File: src/design/lfia_pkg.sv
// Shared types and constants for the lowest-free slot ID allocator.
`timescale 1ns / 1ps

package lfia_pkg;

   localparam int REQ_TYPE_W  = 2;
   localparam int CLASS_W     = 4;
   localparam int SLOT_ID_W   = 10;
   localparam int HANDLE_W    = 32;
   localparam int REQ_TDATA_W = 48;
   localparam int RSP_TDATA_W = 48;

   typedef enum logic [1:0] {
      REQ_ASSIGN = 2'd0,
      REQ_DROP   = 2'd1,
      REQ_LOOKUP = 2'd2,
      REQ_NOP    = 2'd3
   } req_kind_type;

   typedef enum logic [3:0] {
      CMD_NONE    = 4'd0,
      CMD_CLEAR   = 4'd1,
      CMD_CAPTURE = 4'd2,
      CMD_META    = 4'd3,
      CMD_FAIL    = 4'd4,
      CMD_ASSIGN  = 4'd5,
      CMD_READ    = 4'd6,
      CMD_LOOKUP  = 4'd7,
      CMD_DROP    = 4'd8,
      CMD_SCAN    = 4'd9,
      CMD_LOAD    = 4'd10
   } cmd_type;

   typedef struct packed {
      req_kind_type kind;
      logic         cls_ok;
      logic         h_zero;
      logic         full;
      logic         id_in;
      logic         match;
      logic         scan_done;
      logic         clear_last;
      logic         out_busy;
   } status_type;

endpackage

File: src/design/lfia_ctrl.sv
// Controller state machine that sequences the allocator datapath.
`timescale 1ns / 1ps

module lfia_ctrl
   import lfia_pkg::*;
(
   input  logic       clock,
   input  logic       reset,
   input  logic       req_tvalid,
   output logic       req_tready,
   input  status_type status,
   output cmd_type    cmd
);

   typedef enum logic [6:0] {
      S_CLEAR  = 7'b0000001,
      S_IDLE   = 7'b0000010,
      S_META   = 7'b0000100,
      S_DECODE = 7'b0001000,
      S_CHECK  = 7'b0010000,
      S_SCAN   = 7'b0100000,
      S_RESP   = 7'b1000000
   } state_type;

   state_type state_ff;
   state_type state_in;

   assign req_tready = (state_ff == S_IDLE);

   always_comb begin
      state_in = state_ff;
      cmd      = CMD_NONE;
      case (state_ff)
         S_CLEAR: begin
            cmd = CMD_CLEAR;
            if (status.clear_last) begin
               state_in = S_IDLE;
            end
         end
         S_IDLE: begin
            if (req_tvalid) begin
               cmd      = CMD_CAPTURE;
               state_in = S_META;
            end
         end
         S_META: begin
            cmd      = CMD_META;
            state_in = S_DECODE;
         end
         S_DECODE: begin
            cmd      = CMD_FAIL;
            state_in = S_RESP;
            if (status.cls_ok) begin
               case (status.kind)
                  REQ_ASSIGN: begin
                     if (!status.h_zero && !status.full) begin
                        cmd      = CMD_ASSIGN;
                        state_in = S_SCAN;
                     end
                  end
                  REQ_DROP: begin
                     if (!status.h_zero && status.id_in) begin
                        cmd      = CMD_READ;
                        state_in = S_CHECK;
                     end
                  end
                  REQ_LOOKUP: begin
                     if (status.id_in) begin
                        cmd      = CMD_READ;
                        state_in = S_CHECK;
                     end
                  end
                  default: begin
                     cmd      = CMD_FAIL;
                     state_in = S_RESP;
                  end
               endcase
            end
         end
         S_CHECK: begin
            if (status.kind == REQ_LOOKUP) begin
               cmd      = CMD_LOOKUP;
               state_in = S_RESP;
            end else if (status.match) begin
               cmd      = CMD_DROP;
               state_in = S_SCAN;
            end else begin
               cmd      = CMD_FAIL;
               state_in = S_RESP;
            end
         end
         S_SCAN: begin
            cmd = CMD_SCAN;
            if (status.scan_done) begin
               state_in = S_RESP;
            end
         end
         S_RESP: begin
            if (!status.out_busy) begin
               cmd      = CMD_LOAD;
               state_in = S_IDLE;
            end
         end
         default: begin
            state_in = S_CLEAR;
         end
      endcase
   end

   always_ff @(posedge clock) begin
      if (reset) begin
         state_ff <= S_CLEAR;
      end else begin
         state_ff <= state_in;
      end
   end

endmodule

File: config.mk
export PLATFORM = sky130hd
export DESIGN_NAME = lfia_ctrl
export DESIGN_NICKNAME = d
export VERILOG_FILES = /design/src/design/lfia_pkg.sv /design/src/design/lfia_ctrl.sv
export SDC_FILE = /design/constraint.sdc
export NUM_CORES = 1
export LEC_CHECK = 0
export ABC_AREA = 1
export BUFFER_PORTS_ARGS = -buffer_cell sky130_fd_sc_hd__buf_2
export CORE_AREA = 2 2 39 41
export CTS_BUF_LIST = sky130_fd_sc_hd__clkbuf_2
export DETAILED_ROUTE_END_ITERATION = 6
export DIE_AREA = 0 0 41 43
export PLACE_DENSITY = 0.77
export SLEW_MARGIN = 20
export SYNTH_ARGS = -nofsm -noshare
export SYNTH_HDL_FRONTEND = slang
export SYNTH_SLANG_ARGS = --single-unit
export TNS_END_PERCENT = 100
File: constraint.sdc
create_clock -name clock -period 2 [get_ports clock]
set_input_delay 0.3 -clock clock [delete_from_list [all_inputs] [get_ports clock]]
set_output_delay 0.3 -clock clock [all_outputs]
set_load 0.02 [all_outputs]
## Word-level counts from Yosys, hierarchy flattened

Cells that the tools add are included.

- Add/subtract/negate cells: 0
- Multiply operators: 0
- Div/mod/pow operators: 0
- Order comparisons: 0
- Equal/unequal tests: 13
- Shift-type cells: 0
- Multiplexer cells: 22
- Bitwise gates (word level): 0
- Reduce and logical (&&, ||, !) cells: 6

Operators by type and width:

| cell | count |
|---|---|
| two-way mux 7 bit | 10 |
| one-hot mux 7 bit (7 select lines) | 1 |
| one-hot mux 4 bit (7 select lines) | 1 |
| one-hot mux 7 bit (3 select lines) | 1 |
| two-way mux 4 bit | 4 |
| one-hot mux 4 bit (3 select lines) | 1 |
| inequality test 2 bit, second input constant | 4 |
| equality test 7 x 1 -> 1 bit, second input constant | 1 |
| equality test 7 x 2 -> 1 bit, second input constant | 1 |
| equality test 7 x 3 -> 1 bit, second input constant | 1 |
| equality test 7 x 4 -> 1 bit, second input constant | 1 |
| equality test 7 x 5 -> 1 bit, second input constant | 1 |
| equality test 7 x 6 -> 1 bit, second input constant | 1 |
| equality test 7 bit, second input constant | 1 |
| two-way mux 2 bit | 3 |
| AND reduction 4 bit | 1 |
| equality test 2 x 1 -> 1 bit, second input constant | 1 |
| equality test 2 bit, second input constant | 1 |
| logical AND 1 bit | 2 |
| logical NOT 1 bit | 2 |
| logical NOT 2 bit | 1 |
| two-way mux 1 bit | 1 |

- Register bits after elaboration: 7
- Bits in latches: 0
- RAM bits: 0
- Bits in read-only memories: 0
- Input port bits: 13
- Output and inout port bits: 5
- Word-level logic and storage cells: 42
- Memories: 0

## Longest topological paths before layout

- Depth after elaboration: 6
- Gate-level depth with buffers: 9
- Depth with buffers taken out: 9

## Least setup slack after synthesis

OpenSTA, ideal clock, no wires.

- Path kind: register to output
- Start: reg state_ff[0]
- End: out cmd[1]
- Data arrival time: 1.104 ns
- Data required time: 1.700 ns
- Path slack: 0.596 ns
- Cell stages (with the launch flop): 8
- Buffers on the path: 0
- Cell sequence: dfxtp_1 nor2_2 nand3_2 nor2_4 inv_1 nor2_1 nor2_1 nand3_1

- Longest elaborated chain between the ends: 2
- Elaborated cells between the ends (all ways): 8
- Those cells by class: eq/ne: 7; mux: 1

RTL lines:

| what | RTL line | text |
|---|---|---|
| start, declared | lfia_ctrl.sv:25 | `state_type state_ff;` |
| start signal, assigned | lfia_ctrl.sv:114 | `state_ff <= state_in;` |
| equality test 7 bit, or another cell as far along | lfia_ctrl.sv:33 | `case (state_ff)` |
| one-hot mux 4 bit (7 select lines) (*) | lfia_ctrl.sv:33 |  |
| end, declared | lfia_ctrl.sv:12 | `output cmd_type cmd` |

Mark *: on every way between the ends. The rest lies on a longest branch, timed or not.

## Final worst setup path

Ends and elaborated chain as after synthesis.

==> results summary <==
The final count of negative-setup-slack endpoints came out at 0. The first global-routing pass estimated 2410 um of wire. The floorplan step defined a die boundary enclosing 1760 um2. The highest fanout seen on the critical path came out at 3. The combined global-route utilization of all metal layers came out at 19.8%. The count of antenna diodes in the layout came out at 0. The effective utilization at floorplan came out at 42.9%. The number of storage elements in the synthesis netlist is 7. The number of distinct library cells after synthesis came out at 17.

The synthesized net count came out at 112. The most used flip-flop cell after synthesis is sky130_fd_sc_hd__dfxtp_1. Counting flops per register, the top entry is state_ff. Dividing the detail-routed wire length by the instance count gives 10.3 um. Headroom to the max-slew limit came out at 80.9%.

The sequential share of the synthesized area came out at 23.6%. The number of design-rule violations left by the first detailed-router iteration came out at 16. At the end of the flow, the number of nets in the layout was 134. The fraction of power consumed by the clock network is 26.7%.

The highest clock rate came out at 540 MHz. TritonCTS built the clock tree. Walking the worst path, the cells encountered are nor2_2 > nand2_4 > inv_2 > nand2_1 > nor2_1 > inv_1 > nand3_1 > buf_2. The area growth from synthesis to layout is 21.1%.

The horizontal die dimension came out at 41 um. The worst hold-check slack is 0.277 ns. The library cell contributing the largest single delay on the critical path is sky130_fd_sc_hd__dfxtp_1. The area of the core is 1380 um2.

The worst hold path belongs to the class in2reg. The cell area after synthesis is 594 um2. The worst setup path is of the reg2out kind.

For this run, design rule violations remaining after detail routing come to 0. In this run the biggest area consumer among cell types represents 23.6% of the synthesized area. The final-report max-slew violation count is 0.

By count the netlist is led by 22 x sky130_fd_sc_hd__nand2_1, 18 x sky130_fd_sc_hd__inv_1, 16 x sky130_fd_sc_hd__nor2_1. Summed over all instances, the cell type with the most area after synthesis is sky130_fd_sc_hd__dfxtp_1. The cell count after synthesis came out at 99. The share of async-settable or async-resettable flops after synthesis came out at 0%.

For this run, the slowest stage of the critical path takes 0.34 ns. The required time of the critical path came out at 1.70 ns. The part of the total power dissipated in combinational logic is 36.5%. Power spread over the standard cell area amounts to 599 nW/um2. The number of nets with antenna violations after detailed routing came out at 0. The internal portion of the total power is 0.000259 W.

The number of buffers added for setup after CTS is 0. The share of layout cells above drive strength 1 is 32.5%. Clock tree synthesis found a total of 7 sinks.

The final setup TNS is 0 ns. The number of levels in the clock H-tree is 1. Port buffering added 17 buffers. The run finished with clean final reports. The switching power total came out at 0.000173 W.

The final critical path time including I/O delays and setup is 1.85 ns. The final HPWL from detailed placement is 1140 um. Of the total power, registers draw 36.8%. At the pin with the least slew margin, the transition time is 0.284 ns. The number of buffers inserted for hold repair after clock tree synthesis came out at 0.

The worst setup path is captured at a primary output. Entering global routing, the biggest net connects 6 pins. IR analysis of the VDD net gives a maximum drop of 0.000368 V.

The maximum buffer depth of the clock tree came out at 2. The placer's final routability congestion estimate came out at 0.871. Setup repair after global routing left no endpoint under its margin.

Fill cells in the final layout number 140. The mean area per synthesized cell is 6.00 um2. The total congestion overflow after global routing came out at 0. In this run, post-CTS repair resized a total of 0 instances.

The net switching fraction of the power is 40.0%. After synthesis, the cell types taking the most area are sky130_fd_sc_hd__dfxtp_1 24%, sky130_fd_sc_hd__nand2_1 14%, sky130_fd_sc_hd__inv_1 11%. The register with the most flip-flops in the layout has 7 of them.

The number of synthesized flops with an enable pin came out at 0. The Yosys step of the flow raised 0 warnings. The most frequently used cell type in the post-synthesis netlist is sky130_fd_sc_hd__nand2_1. The root buffer cell is sky130_fd_sc_hd__clkbuf_2. Dividing the detail-routed via count by the number of cells gives 4.94.

The final number of hold-violating endpoints came out at 0. The row count is 14. The arrival time reported for the critical path endpoint is 1.55 ns. The sort of element at the start of the critical path is a register. The period utilization is 92.6%. The largest registers in the layout are state_ff (7). The clock-pin slew on the worst setup and hold paths is 0.09 ns. The die extent in y came out at 43 um. The later pin in the worst-skew pair is clocked with a latency of 0.24 ns. For this block, the via count after detailed routing is 672. The number of global-route vias before repair came out at 629. The number of antenna violations at the first check in global routing came out at 0. The post-route clock skew is 0.00780 ns.

For this run, the detailed router's first-pass iteration total came to 4. The number of max-capacitance violations reported is 0. The analysis attributes to cell leakage a power of 0.411 nW. 18 I/O pins were placed. The number of CTS-inserted buffers is 3. The total wire length is 1400 um.
layer usage:
| metal | vias to the layer above | part of all wire, % | track usage [%] |
|---|---|---|---|
| li1 | 351 | - | - |
| met1 | 292 | 43 | 23.9 |
| met2 | 25 | 49 | 30.9 |
| met3 | 4 | 5.1 | 1.57 |
| met4 | 0 | 2.4 | 14.0 |
| met5 | - | 0 | 0 |
power by group through the flow:
stage          clock network, W  registers, W  logic (W)
3_5_place_dp                  0      0.000162   0.000155
2_1_floorplan                 0      0.000161   0.000113
4_1_cts                0.000117      0.000159   0.000157
3_3_place_gp                  0      0.000162   0.000152
6_report               0.000115      0.000159   0.000157
5_1_grt                0.000122      0.000160   0.000176
metrics by stage:
| stage | power [W] | util, % | instance area (um2) | cells | setup slack, ns |
|---|---|---|---|---|---|
| after floorplan | 0.000274 | - | 594 | 99 | 0.596 |
| after global placement | 0.000314 | 50.5 | 699 | 132 | 0.436 |
| after detailed placement | 0.000317 | 50.5 | 699 | 132 | 0.435 |
| after CTS | 0.000433 | 52.0 | 719 | 136 | 0.142 |
| after global routing | 0.000458 | 52.0 | 719 | 136 | 0.00634 |
| final | 0.000431 | 52.0 | 719 | 136 | 0.148 |
critical path: cells and delay by family, from the launching register on:
family | cells | cell delay, ns
AND/OR/NAND/NOR | 5 | 0.66
flip-flops | 1 | 0.34
buffers and inverters | 3 | 0.31
cells by family (layout without fill, tap and decap cells):
| group | after synthesis | after routing | synth area share [%] |
|---|---|---|---|
| simple gates | 67 | 67 | 58.7 |
| buf+inv | 21 | 42 | 13.7 |
| flops | 7 | 7 | 23.6 |
| compound gates | 4 | 4 | 4.00 |
final timing paths:
path	from	endpoint	slack, ns	cells after the start
worst max-delay path	state_ff[0]	cmd[1]	0.15	8
worst min-delay path	reset	state_ff[2]	0.28	2
worst max register to register	state_ff[0]	state_ff[0]	0.75	8
worst min register to register	state_ff[0]	state_ff[0]	0.64	4
cell usage in the layout, fill, tap and decap left out:
| cell type | instances |
|---|---|
| sky130_fd_sc_hd__nand2_1 | 22 |
| sky130_fd_sc_hd__inv_1 | 18 |
| sky130_fd_sc_hd__buf_2 | 17 |
| sky130_fd_sc_hd__nor2_1 | 16 |
| sky130_fd_sc_hd__nand3_1 | 10 |
| sky130_fd_sc_hd__dfxtp_1 | 7 |
| sky130_fd_sc_hd__nand3_2 | 5 |
| sky130_fd_sc_hd__nor2_2 | 4 |
| sky130_fd_sc_hd__nand4_1 | 4 |
| sky130_fd_sc_hd__clkbuf_2 | 4 |
| sky130_fd_sc_hd__inv_2 | 2 |
| sky130_fd_sc_hd__nand2_4 | 2 |
| sky130_fd_sc_hd__nor2_4 | 2 |
| sky130_fd_sc_hd__a21oi_1 | 2 |
| sky130_fd_sc_hd__inv_4 | 1 |
| sky130_fd_sc_hd__o21ai_0 | 1 |
| sky130_fd_sc_hd__nor3_1 | 1 |
| sky130_fd_sc_hd__nand2_2 | 1 |
| sky130_fd_sc_hd__a21oi_2 | 1 |
area by class of cell:
cell class	instances	area (um2)	share of cell area, %
clock buffers	4	20.0	2.78
inverters	21	81.3	11.3
multi-input cells	71	373	51.8
flip-flops and latches	7	140	19.5
well taps	16	20.0	2.78
repair buffers	17	85.1	11.8
(Power assumes the default switching activity.)
